$ cat config.mk
export PLATFORM = sky130hd
export DESIGN_NAME = one_shot_timer_table
export DESIGN_NICKNAME = d
export VERILOG_FILES = /design/src/hdl/ost_pkg.sv /design/src/hdl/ost_dpath.sv /design/src/hdl/ost_ctrl.sv /design/src/hdl/one_shot_timer_table.sv
export SDC_FILE = /design/constraint.sdc
export NUM_CORES = 2
export LEC_CHECK = 0
export CAP_MARGIN = 40
export CELL_PAD_IN_SITES_DETAIL_PLACEMENT = 2
export CELL_PAD_IN_SITES_GLOBAL_PLACEMENT = 2
export CORE_MARGIN = 8
export CORE_UTILIZATION = 37
export CTS_CLUSTER_SIZE = 12
export DETAILED_ROUTE_END_ITERATION = 16
export DONT_BUFFER_PORTS = 1
export PLACE_DENSITY_LB_ADDON = 0.1
export SYNTH_ARGS = -nofsm -noshare
export SYNTH_HDL_FRONTEND = slang
export SYNTH_SLANG_ARGS = --single-unit
export TNS_END_PERCENT = 20
$ cat constraint.sdc
create_clock -name clk -period 18.6 [get_ports clk]
set_clock_uncertainty 0.2 [all_clocks]
set_input_delay 3.72 -clock clk [delete_from_list [all_inputs] [get_ports clk]]
set_output_delay 3.72 -clock clk [all_outputs]
set_load 0.005 [all_outputs]
$ cat src/hdl/ost_pkg.sv
// ---------------------------------------------------------------------------
// ost_pkg: shared types and constants of the one-shot timer table
// Item structs for both channels, result kinds, operation codes, and the
// command and status groups between the controller and the datapath.
// ---------------------------------------------------------------------------
package ost_pkg;

    // operation codes of an input item
    localparam logic OP_START = 1'b0;
    localparam logic OP_TICK  = 1'b1;

    // result kinds
    localparam logic [1:0] KIND_STARTED = 2'd0;
    localparam logic [1:0] KIND_FULL    = 2'd1;
    localparam logic [1:0] KIND_EXPIRED = 2'd2;
    localparam logic [1:0] KIND_DONE    = 2'd3;

    // saturation point of the tick counter
    localparam logic [47:0] TICK_MAX = 48'hFFFF_FFFF_FFFF;

    typedef struct packed {
        logic        op;
        logic [31:0] duration;
        logic [31:0] context_req;
    } in_item_t;

    typedef struct packed {
        logic [1:0]  kind;
        logic [4:0]  slot;
        logic [31:0] tag;
        logic [47:0] tick_now;
        logic        last;
    } out_item_t;

    // controller to datapath
    typedef struct packed {
        logic       load_in;
        logic       idx_clr;
        logic       idx_inc;
        logic       claim;
        logic       mem_rd;
        logic       free_slot;
        logic       emit;
        logic [1:0] emit_kind;
    } dp_cmd_t;

    // datapath to controller
    typedef struct packed {
        logic idx_busy;
        logic idx_last;
        logic expired;
        logic out_free;
        logic paused;
    } dp_stat_t;

endpackage

$ cat src/hdl/ost_dpath.sv
// ---------------------------------------------------------------------------
// ost_dpath: datapath of the one-shot timer table
// Tick counter, busy bits, deadline and tag memories with a registered read
// port, the slot index, the pause register and the output register.
// ---------------------------------------------------------------------------
module ost_dpath
    import ost_pkg::*;
#(
    parameter int SLOTS = 32
)
(
    input  logic      clk,
    input  logic      rst_n,
    input  in_item_t  in_item,
    input  logic      cfg_valid,
    input  logic      cfg_data,
    input  logic      out_stall,
    output logic      out_valid,
    output out_item_t out_item,
    input  dp_cmd_t   cmd,
    output dp_stat_t  stat
);

    localparam int SW = $clog2(SLOTS);
    localparam logic [SW-1:0] IDX_LAST = SW'(SLOTS - 1);

    logic            paused_reg;
    logic [47:0]     tick_reg;
    logic [47:0]     tick_next;
    logic [31:0]     dur_reg;
    logic [31:0]     ctx_reg;
    logic [SW-1:0]   idx_reg;
    logic [SLOTS-1:0] busy_reg;
    logic [48:0]     dl_mem [SLOTS];
    logic [31:0]     tag_mem [SLOTS];
    logic [48:0]     rd_dl_reg;
    logic [31:0]     rd_tag_reg;
    logic            out_valid_reg;
    out_item_t       out_item_reg;
    out_item_t       out_item_next;
    logic [SW+4:0]   idx_wide;

    // pause register, written over the configuration channel
    always_ff @(posedge clk or negedge rst_n)
    begin
        if (!rst_n)
        begin
            paused_reg <= 1'b0;
        end
        else if (cfg_valid)
        begin
            paused_reg <= cfg_data;
        end
    end

    // saturating advance on an unpaused tick
    always_comb
    begin
        tick_next = tick_reg;
        if (in_item.op == OP_TICK && !paused_reg && tick_reg != TICK_MAX)
        begin
            tick_next = tick_reg + 48'd1;
        end
    end

    always_ff @(posedge clk or negedge rst_n)
    begin
        if (!rst_n)
        begin
            tick_reg <= '0;
        end
        else if (cmd.load_in)
        begin
            tick_reg <= tick_next;
        end
    end

    // input payload capture
    always_ff @(posedge clk)
    begin
        if (cmd.load_in)
        begin
            dur_reg <= in_item.duration;
            ctx_reg <= in_item.context_req;
        end
    end

    // slot index
    always_ff @(posedge clk or negedge rst_n)
    begin
        if (!rst_n)
        begin
            idx_reg <= '0;
        end
        else if (cmd.idx_clr)
        begin
            idx_reg <= '0;
        end
        else if (cmd.idx_inc)
        begin
            idx_reg <= idx_reg + SW'(1);
        end
    end

    // busy bits
    always_ff @(posedge clk or negedge rst_n)
    begin
        if (!rst_n)
        begin
            busy_reg <= '0;
        end
        else if (cmd.claim)
        begin
            busy_reg[idx_reg] <= 1'b1;
        end
        else if (cmd.free_slot)
        begin
            busy_reg[idx_reg] <= 1'b0;
        end
    end

    // deadline and tag memories, one write and one registered read
    always_ff @(posedge clk)
    begin
        if (cmd.claim)
        begin
            dl_mem[idx_reg]  <= {1'b0, tick_reg} + {17'd0, dur_reg};
            tag_mem[idx_reg] <= ctx_reg;
        end
        if (cmd.mem_rd)
        begin
            rd_dl_reg  <= dl_mem[idx_reg];
            rd_tag_reg <= tag_mem[idx_reg];
        end
    end

    // result assembly
    assign idx_wide = {5'd0, idx_reg};

    always_comb
    begin
        out_item_next.kind     = cmd.emit_kind;
        out_item_next.slot     = 5'd0;
        out_item_next.tag      = 32'd0;
        out_item_next.tick_now = tick_reg;
        out_item_next.last     = (cmd.emit_kind != KIND_EXPIRED);
        if (cmd.emit_kind == KIND_STARTED || cmd.emit_kind == KIND_EXPIRED)
        begin
            out_item_next.slot = idx_wide[4:0];
        end
        if (cmd.emit_kind == KIND_EXPIRED)
        begin
            out_item_next.tag = rd_tag_reg;
        end
    end

    // output register
    always_ff @(posedge clk or negedge rst_n)
    begin
        if (!rst_n)
        begin
            out_valid_reg <= 1'b0;
        end
        else if (cmd.emit)
        begin
            out_valid_reg <= 1'b1;
        end
        else if (!out_stall)
        begin
            out_valid_reg <= 1'b0;
        end
    end

    always_ff @(posedge clk)
    begin
        if (cmd.emit)
        begin
            out_item_reg <= out_item_next;
        end
    end

    assign out_valid = out_valid_reg;
    assign out_item  = out_item_reg;

    // status towards the controller
    assign stat.idx_busy = busy_reg[idx_reg];
    assign stat.idx_last = (idx_reg == IDX_LAST);
    assign stat.expired  = ({1'b0, tick_reg} >= rd_dl_reg);
    assign stat.out_free = !out_valid_reg || !out_stall;
    assign stat.paused   = paused_reg;

endmodule

$ cat src/hdl/ost_ctrl.sv
// ---------------------------------------------------------------------------
// ost_ctrl: controller of the one-shot timer table
// Walks the slots one at a time for a free slot on a start and for expired
// slots on an unpaused tick, and paces every result into the output register.
// ---------------------------------------------------------------------------
module ost_ctrl
    import ost_pkg::*;
(
    input  logic     clk,
    input  logic     rst_n,
    input  logic     in_valid,
    input  logic     in_op,
    output logic     in_stall,
    input  dp_stat_t stat,
    output dp_cmd_t  cmd
);

    typedef enum logic [4:0] {
        S_IDLE  = 5'b00001,
        S_FIND  = 5'b00010,
        S_SCAN  = 5'b00100,
        S_CHECK = 5'b01000,
        S_DONE  = 5'b10000
    } state_t;

    state_t state_reg;
    state_t state_next;

    always_ff @(posedge clk or negedge rst_n)
    begin
        if (!rst_n)
        begin
            state_reg <= S_IDLE;
        end
        else
        begin
            state_reg <= state_next;
        end
    end

    assign in_stall = (state_reg != S_IDLE);

    // next state and commands
    always_comb
    begin
        state_next = state_reg;
        cmd        = '0;
        unique case (state_reg)
            S_IDLE:
            begin
                if (in_valid)
                begin
                    cmd.load_in = 1'b1;
                    cmd.idx_clr = 1'b1;
                    if (in_op == OP_START)
                    begin
                        state_next = S_FIND;
                    end
                    else if (stat.paused)
                    begin
                        state_next = S_DONE;
                    end
                    else
                    begin
                        state_next = S_SCAN;
                    end
                end
            end
            // lowest free slot search
            S_FIND:
            begin
                if (!stat.idx_busy)
                begin
                    cmd.emit_kind = KIND_STARTED;
                    if (stat.out_free)
                    begin
                        cmd.emit   = 1'b1;
                        cmd.claim  = 1'b1;
                        state_next = S_IDLE;
                    end
                end
                else if (stat.idx_last)
                begin
                    cmd.emit_kind = KIND_FULL;
                    if (stat.out_free)
                    begin
                        cmd.emit   = 1'b1;
                        state_next = S_IDLE;
                    end
                end
                else
                begin
                    cmd.idx_inc = 1'b1;
                end
            end
            // expiry scan, fetch a busy slot
            S_SCAN:
            begin
                if (stat.idx_busy)
                begin
                    cmd.mem_rd = 1'b1;
                    state_next = S_CHECK;
                end
                else if (stat.idx_last)
                begin
                    state_next = S_DONE;
                end
                else
                begin
                    cmd.idx_inc = 1'b1;
                end
            end
            // deadline compare on the fetched entry
            S_CHECK:
            begin
                cmd.emit_kind = KIND_EXPIRED;
                if (!stat.expired || stat.out_free)
                begin
                    if (stat.expired)
                    begin
                        cmd.emit      = 1'b1;
                        cmd.free_slot = 1'b1;
                    end
                    if (stat.idx_last)
                    begin
                        state_next = S_DONE;
                    end
                    else
                    begin
                        cmd.idx_inc = 1'b1;
                        state_next  = S_SCAN;
                    end
                end
            end
            S_DONE:
            begin
                cmd.emit_kind = KIND_DONE;
                if (stat.out_free)
                begin
                    cmd.emit   = 1'b1;
                    state_next = S_IDLE;
                end
            end
            default:
            begin
                state_next = S_IDLE;
            end
        endcase
    end

endmodule

$ cat src/hdl/one_shot_timer_table.sv
// ---------------------------------------------------------------------------
// one_shot_timer_table: table of one-shot timers on a saturating tick counter
// Start items claim the lowest free slot, unpaused ticks advance time and
// report every expired slot in ascending order followed by a tick-done marker.
// ---------------------------------------------------------------------------
// One item is worked on at a time; the input stalls from the transfer of an
// item until its final result sits in the output register, and the next item
// is taken while that result waits. The slot walk visits the slots one at a
// time and the deadline memory has a single registered read port, so on an
// unpaused tick each busy slot is fetched in S_SCAN and then compared in
// S_CHECK; a paused tick skips the walk and reports only the tick-done marker.
// A result that meets a stalled output holds the walk. The configuration
// channel is always ready and writes the pause bit.
module one_shot_timer_table
    import ost_pkg::*;
#(
    parameter int SLOTS = 32
)
(
    input  logic      clk,
    input  logic      rst_n,
    input  logic      in_valid,
    output logic      in_stall,
    input  in_item_t  in_item,
    output logic      out_valid,
    input  logic      out_stall,
    output out_item_t out_item,
    input  logic      cfg_valid,
    output logic      cfg_ready,
    input  logic      cfg_data
);

    dp_cmd_t  cmd;
    dp_stat_t stat;

    assign cfg_ready = 1'b1;

    ost_ctrl u_ctrl (
        .clk      (clk),
        .rst_n    (rst_n),
        .in_valid (in_valid),
        .in_op    (in_item.op),
        .in_stall (in_stall),
        .stat     (stat),
        .cmd      (cmd)
    );

    ost_dpath #(
        .SLOTS (SLOTS)
    ) u_dpath (
        .clk       (clk),
        .rst_n     (rst_n),
        .in_item   (in_item),
        .cfg_valid (cfg_valid),
        .cfg_data  (cfg_data),
        .out_stall (out_stall),
        .out_valid (out_valid),
        .out_item  (out_item),
        .cmd       (cmd),
        .stat      (stat)
    );

endmodule

Word level (Yosys, flattened, before mapping)
Memories as Yosys holds them, arrays and structs flattened. A register that Yosys moved wholly into a read port is not among the register bits.
Index checks and enable logic that the tools add are counted.
Widths: inputs -> output; s select.
- input bits: 71
- logic and storage cells: 95
- register bits: 244
- memories kept: 2
- RAM bits: 2592
- memories (name ; depth ; bits a word ; rd ports ; clocked after memory_dff ; wr ports ; line ; source):
    u_dpath.dl_mem ; 32 ; 49 ; 1 ; 1 ; 1 ; ost_dpath.sv:34 ; logic [48:0] dl_mem [SLOTS];
    u_dpath.tag_mem ; 32 ; 32 ; 1 ; 1 ; 1 ; ost_dpath.sv:35 ; logic [31:0] tag_mem [SLOTS];
- equality and inequality tests: 15
- bitwise operators: 3
- reductions and logical operators: 15
- order comparisons: 3
- multiplexer cells: 41
- $add $sub $neg: 3
- operators with widths (cell ; number):
    $mux 32 ; 2
    $mux 5 ; 12
    $add 48x32->49 ; 1
    $ge 48x49->1 ; 1
    $add 48x1->48 const B ; 1
    $ne 48x48->1 const B ; 1
    $and 32x32->32 ; 1
    $not 32->32 ; 1
    $or 32x32->32 ; 1
    $pmux 5 s5 ; 1
    $mux 1 ; 16
    $eq 5x5->1 const B ; 2
    $pmux 3 s3 ; 1
    $mux 2 ; 4
    $lt 5x6->1 const B ; 1
    $mux 3 ; 2
    $add 5x1->5 const B ; 1
    $bmux 1 s5 ; 1
    $demux 1 s5 ; 1
    $eq 5x1->1 const B ; 1
    $eq 5x2->1 const B ; 1
    $eq 5x3->1 const B ; 1
    $eq 5x4->1 const B ; 1
    $ge 5x1->1 const B ; 1
    14 further kinds ; 24

Logic depth before layout (Yosys ltp)
- word-level depth: 8
- depth in mapped cells: 13

Cells and area by module
Synthesis repeated with hierarchy kept, for this count alone.
- cell total of the unflattened synthesis: 5089
- area total of the unflattened synthesis: 111386.8 um^2
- modules (own cells, without submodules) (module ; cells an instance ; times used ; seq. area each (um^2) ; area each (um^2)):
    ost_dpath ; 5026 ; 1 ; 87008.4 ; 110888.9
    ost_ctrl ; 61 ; 1 ; 126.4 ; 486.7
    one_shot_timer_table ; 2 ; 1 ; 0.0 ; 11.3

Worst setup path after synthesis
Ideal clock, no wire load.
- path kind: input -> register
- start point: in out_stall
- end point: mem u_dpath.dl_mem[29][0], enable pin
- setup time: 522 ps
- required time: 17878 ps
- arrival: 8081 ps
- stages: 6
- path buffers: 2
- path slack: 9797 ps
- path through: nand2_1 > and2_1 > buf_1 > nand3_1 > buf_2 > nor2_1
- longest elaborated chain between the ends: 7
- ends and longest elaborated chain (item ; line ; source):
    start: declaration ; one_shot_timer_table.sv:26 ; input logic out_stall,
    $logic_not 1->1 ; n/a ;
    $logic_or 1x1->1 ; ost_dpath.sv:189 ; assign stat.out_free = !out_valid_reg || !out_stall;
    $mux 1 ; ost_ctrl.sv:75 ; if (stat.out_free)
    $mux 1 ; ost_ctrl.sv:72 ; if (!stat.idx_busy)
    $mux 1 ; ost_ctrl.sv:48 ; unique case (state_reg)
    $mux 1 ; ost_dpath.sv:125 ; if (cmd.claim)
    $mux 1 (implied by the code) ; ost_dpath.sv:127 ; dl_mem[idx_reg] <= {1'b0, tick_reg} + {17'd0, dur_reg};
    end: declaration ; ost_dpath.sv:34 ;
No other way between the ends.

Worst setup path after layout
- start point: reg u_dpath.idx_reg[2]
- end point: mem u_dpath.dl_mem[29][10], enable pin
- longest elaborated chain between the ends: 6
- ends and longest elaborated chain (item ; line ; source):
    start: declaration ; ost_dpath.sv:32 ; logic [SW-1:0] idx_reg;
    start signal: assignment ; ost_dpath.sv:101 ; idx_reg <= idx_reg + SW'(1);
    $bmux 1 s5 ; ost_dpath.sv:186 ; assign stat.idx_busy = busy_reg[idx_reg];
    $mux 1 (implied by the code) ; ost_dpath.sv:186 ;
    $mux 1 ; ost_ctrl.sv:72 ;
    $mux 1 ; ost_ctrl.sv:48 ;
    $mux 1 ; ost_dpath.sv:125 ;
    $mux 1 (implied by the code) ; ost_dpath.sv:127 ;
Parallel ways exist; a longest one is shown, timed or not. The select of a mux whose other input is x is not followed.

==> summary.txt <==
Run status
  • Status: finished, final reports clean

Detailed routing
  • Detailed-route wire length per cell: ~37 µm
  • Residual DRC count: 0
  • Via-to-Cell Ratio: between 5 and 6
  • Total wirelength of the detailed-routed design: 362,400 µm
  • Iteration count of the initial detailed-routing pass: 5
  • Antenna Violating Nets Remaining: 0
  • Number of DRC markers after the initial detailed-route iteration: about 5.7k
  • Overall via count from detail_route: 56.07k

Placement
  • Dpl hpwl: about 220,000 µm
  • RD Place Congestion: between 0.7 and 0.8
  • Number of buffers added on ports: 0
  • Total instance count after detailed placement: ~9.2k

Clock network
  • Hold bufs inserted after CTS: 0
  • Total number of clock tree sinks: 2,917
  • Clock network latency to the later pin of the worst-skew pair: between 0.9 and 1 ns
  • CTS tree: yes
  • Number of clock buffers inserted by TritonCTS: about 330
  • Largest buffer count on any clock path: 4
  • Clock-pin slew reported for the worst setup and hold paths after clock tree synthesis: 0.06 ns
  • Master cell of the clock root buffer: sky130_fd_sc_hd__clkbuf_16
  • Post-CTS setup buffers: 0
  • Post-cts gate resize count: 0
  • H-tree levels: 5

Yosys
  • Sequential fraction of the synthesis area: 0.7733
  • Cell type with the largest total area after synthesis: sky130_fd_sc_hd__edfxtp_1
  • Gate Count Post-Synth: around 5.2k
  • Cell Area, Synth: ~110,000 µm²
  • Number of synthesized flops with an enable pin: 2,825
  • Area share of the largest cell type after synthesis: 0.7528
  • Count of unique library cells instantiated by Yosys: 81
  • Synth Net Count: between 5k and 6k
  • FFs w/ async S/R, synth: 0.03154
  • Mapped Avg Cell Area: approximately 22 µm²
  • Yosys warnings: 0
  • Main area contributors after synthesis: sky130_fd_sc_hd__edfxtp_1 (75%), sky130_fd_sc_hd__mux4_2 (13%), sky130_fd_sc_hd__dfrtp_1 (2.0%), sky130_fd_sc_hd__mux2i_1 (1.3%), sky130_fd_sc_hd__ha_1 (0.95%)
  • Post-synth top flop: sky130_fd_sc_hd__edfxtp_1
  • Number of register bits inferred by synthesis: just under 3k

Worst setup path
  • Highest-delay cell along the critical path: sky130_fd_sc_hd__dfrtp_4
  • Kind of cell adding the most delay to the critical path: simple AND/OR/NAND/NOR gates
  • Crit Reg-Reg Endpoint: u_dpath.dl_mem[29][10]
  • Cell-by-cell trace of the critical path: buf_4 -> nand2b_4 -> nor3_1 -> nor4_1 -> o211ai_1 -> nor2_2 -> nand3_1 -> buf_4 -> nor2_4 -> buf_4 -> buf_4
  • Minimum setup slack among reg-to-reg paths: about 12 ns
  • Largest fanout on the critical path: 42
  • Reg-to-reg critical path startpoint: u_dpath.idx_reg[2]
  • Classification of the worst setup path: register to register
  • Launching element type of the critical path: register
  • Worst path bufs/invs: 4
  • Crit path capture type: register
  • Required arrival time at the worst endpoint: roughly 19 ns
  • Delay of the slowest critical-path stage: just under 0.9 ns
  • Cell depth of the worst flop-to-flop path: 11
  • Crit path DAT: 6.98 ns
  • CP most frequent cell: sky130_fd_sc_hd__buf_4

Global route
  • Busiest layer in global routing: met2
  • Pin count of the biggest net entering global routing: 107
  • Met1 track demand over resource: 0.3117
  • Global-route wire length before repair: about 500,000 µm
  • Met2 capacity usage during global routing: 0.3644
  • Total routing usage reported by global routing: 0.2202
  • Vias in the first global route: about 60k
  • Initial antenna violation count: 39
  • Global-route congestion overflow total: 0
  • Met3 Resource Use GR: 0.03395

STA
  • Setup repair after global routing missed its margin: false
  • Max-slew violation count: 0
  • Accumulated negative setup slack: 0 ns
  • Slew margin rel.: 0.3875
  • Final worst-path cycle share: 0.3593
  • Final setup fails: 0
  • Peak clock frequency supported by timing: around 150 MHz
  • Minimum clock period: between 6 and 7 ns
  • Number of endpoints with negative hold slack in the final report: 0
  • Slew @ Worst Pin: between 0.9 and 1 ns

Finish
  • Final Instance Count excl. Fillers: 9,799
  • Area Overhead vs Synth: 16.32%
  • Final standard cell utilization of the core: 0.4325
  • Fin nets: roughly 5.7k
  • Ratio of cells with drive above 1 in the final layout: 0.2617
  • Flip-flop count of the largest register after layout: ~1.6k

Job
  • MaxCap Viol Count: 0

Die
  • Placeable core region: slightly above 300,000 µm²
  • Count of pins on the block boundary: between 150 and 200
  • Die Height: about 570 µm
  • Die span in x: roughly 570 µm
  • Count of standard-cell rows: roughly 200
  • DIE AREA: ~320,000 µm²
  • Starting Density: 0.3718

Power and ir drop
  • Worst IR drop on VDD: roughly 0.095 mV
  • Lkg Pwr: 41.12 nW
  • Overall power after layout: approximately 17 mW
  • P per Cell Area: ~130 nW/µm²

Worst hold path
  • Type of the tightest min-delay check: register to register
  • Number of cells traversed by the worst hold path: 1
  • Hold path startpoint: u_dpath.rd_tag_reg[14]
  • Min-Delay Endpoint: u_dpath.out_item[63]
-- cells in the final DEF, fill, tap and decap left out, drive strengths merged, types with 8 or more instances in the layout --
master | Yosys | final
diode | 0 | 10
buf | 120 | 277
nor3 | 28 | 28
and4 | 8 | 8
clkinv | 1 | 136
a21o | 18 | 18
o221ai | 33 | 33
inv | 70 | 80
nor2b | 9 | 9
xor2 | 27 | 27
o2111ai | 32 | 32
nand2b | 12 | 12
and3 | 23 | 23
and2 | 47 | 47
a221oi | 19 | 19
nand4 | 42 | 42
clkbuf | 141 | 427
bufinv | 0 | 15
or3 | 8 | 8
mux2 | 35 | 35
edfxtp | 2825 | 2825
nand3 | 82 | 82
a22oi | 124 | 124
nor2 | 95 | 95
dfrtp | 91 | 91
mux2i | 144 | 144
mux4 | 648 | 648
a22o | 15 | 15
xnor2 | 62 | 62
o22a | 47 | 47
ha | 86 | 86
o21ai | 33 | 33
nand2 | 125 | 125
a21oi | 65 | 65
-- area by class of cell --
type | count | area, µm²
antenna | 10 | 25.02
clock buffer | 427 | 8743
timing repair buffer | 277 | 3191
tap | 3978 | 4977
sequential | 2917 | 87150
inverter | 71 | 276.5
fill | 27250 | 172000
multi-input combinational | 1955 | 25240
clock inverter | 164 | 1470
-- per-layer routing --
metal,vias to the layer above,share of wire,routed length [µm]
met5,-,0,0
met2,1701,0.48,175300
met3,418,0.057,20590
met1,31340,0.44,158700
met4,0,0.021,7766
li1,22610,-,-
-- kinds of logic after synthesis --
kind of cell | share of synthesized area
other | 0.00003328
XOR/XNOR | 0.006918
AND/OR/NAND/NOR | 0.02309
flip-flops | 0.7733
AO/OA/AOI/OAI | 0.02959
buffers and inverters | 0.01155
multiplexers | 0.1458
adder cells (fa/ha/maj) | 0.009727
-- cell usage after synthesis (all sizes together) (42+ instances only) --
cell type  number
nand3          82
mux4          648
inv            70
mux2i         144
dfrtp          91
xnor2          62
nand4          42
ha             86
a22oi         124
nor2           95
o22a           47
clkbuf        141
nand2         125
edfxtp       2825
and2           47
buf           120
a21oi          65
-- how the worst max path moves through the flow --
| stage | end | slack (ns) | depth (start not counted) | startpoint |
|---|---|---|---|---|
| after floorplan | u_dpath.dl_mem[29][0] | 9.80 | 6 | out_stall |
| after detailed placement | u_dpath.dl_mem[29][5] | 11.06 | 7 | out_stall |
| after global routing | u_dpath.dl_mem[29][10] | 11.78 | 11 | u_dpath.idx_reg[2] |
| after global placement | u_dpath.dl_mem[1][48] | 10.80 | 7 | out_stall |
| after CTS | u_dpath.dl_mem[29][5] | 11.91 | 11 | u_dpath.idx_reg[2] |
| final | u_dpath.dl_mem[29][10] | 11.92 | 11 | u_dpath.idx_reg[2] |
-- per-stage QoR --
step / area [µm²] / hold slack [ns] / setup WS [ns]
4_1_cts: 131000 / 0.3180 / 11.91
3_3_place_gp: 119200 / 0.2996 / 10.80
5_1_grt: 131100 / 0.3275 / 11.78
6_report: 131100 / 0.3199 / 11.92
3_5_place_dp: 120800 / 0.3049 / 11.06
2_1_floorplan: 112700 / 0.2478 / 9.797
-- where the power goes --
part / switching [mW] / internal [mW] / total [mW] / leakage (nW)
Clock: 2.69 / 3.54 / 6.23 / 4.97
Combinational: 1.93 / 1.19 / 3.12 / 9.68
Sequential: 0.144 / 7.78 / 7.92 / 26.5
(Power assumes the default switching activity.)
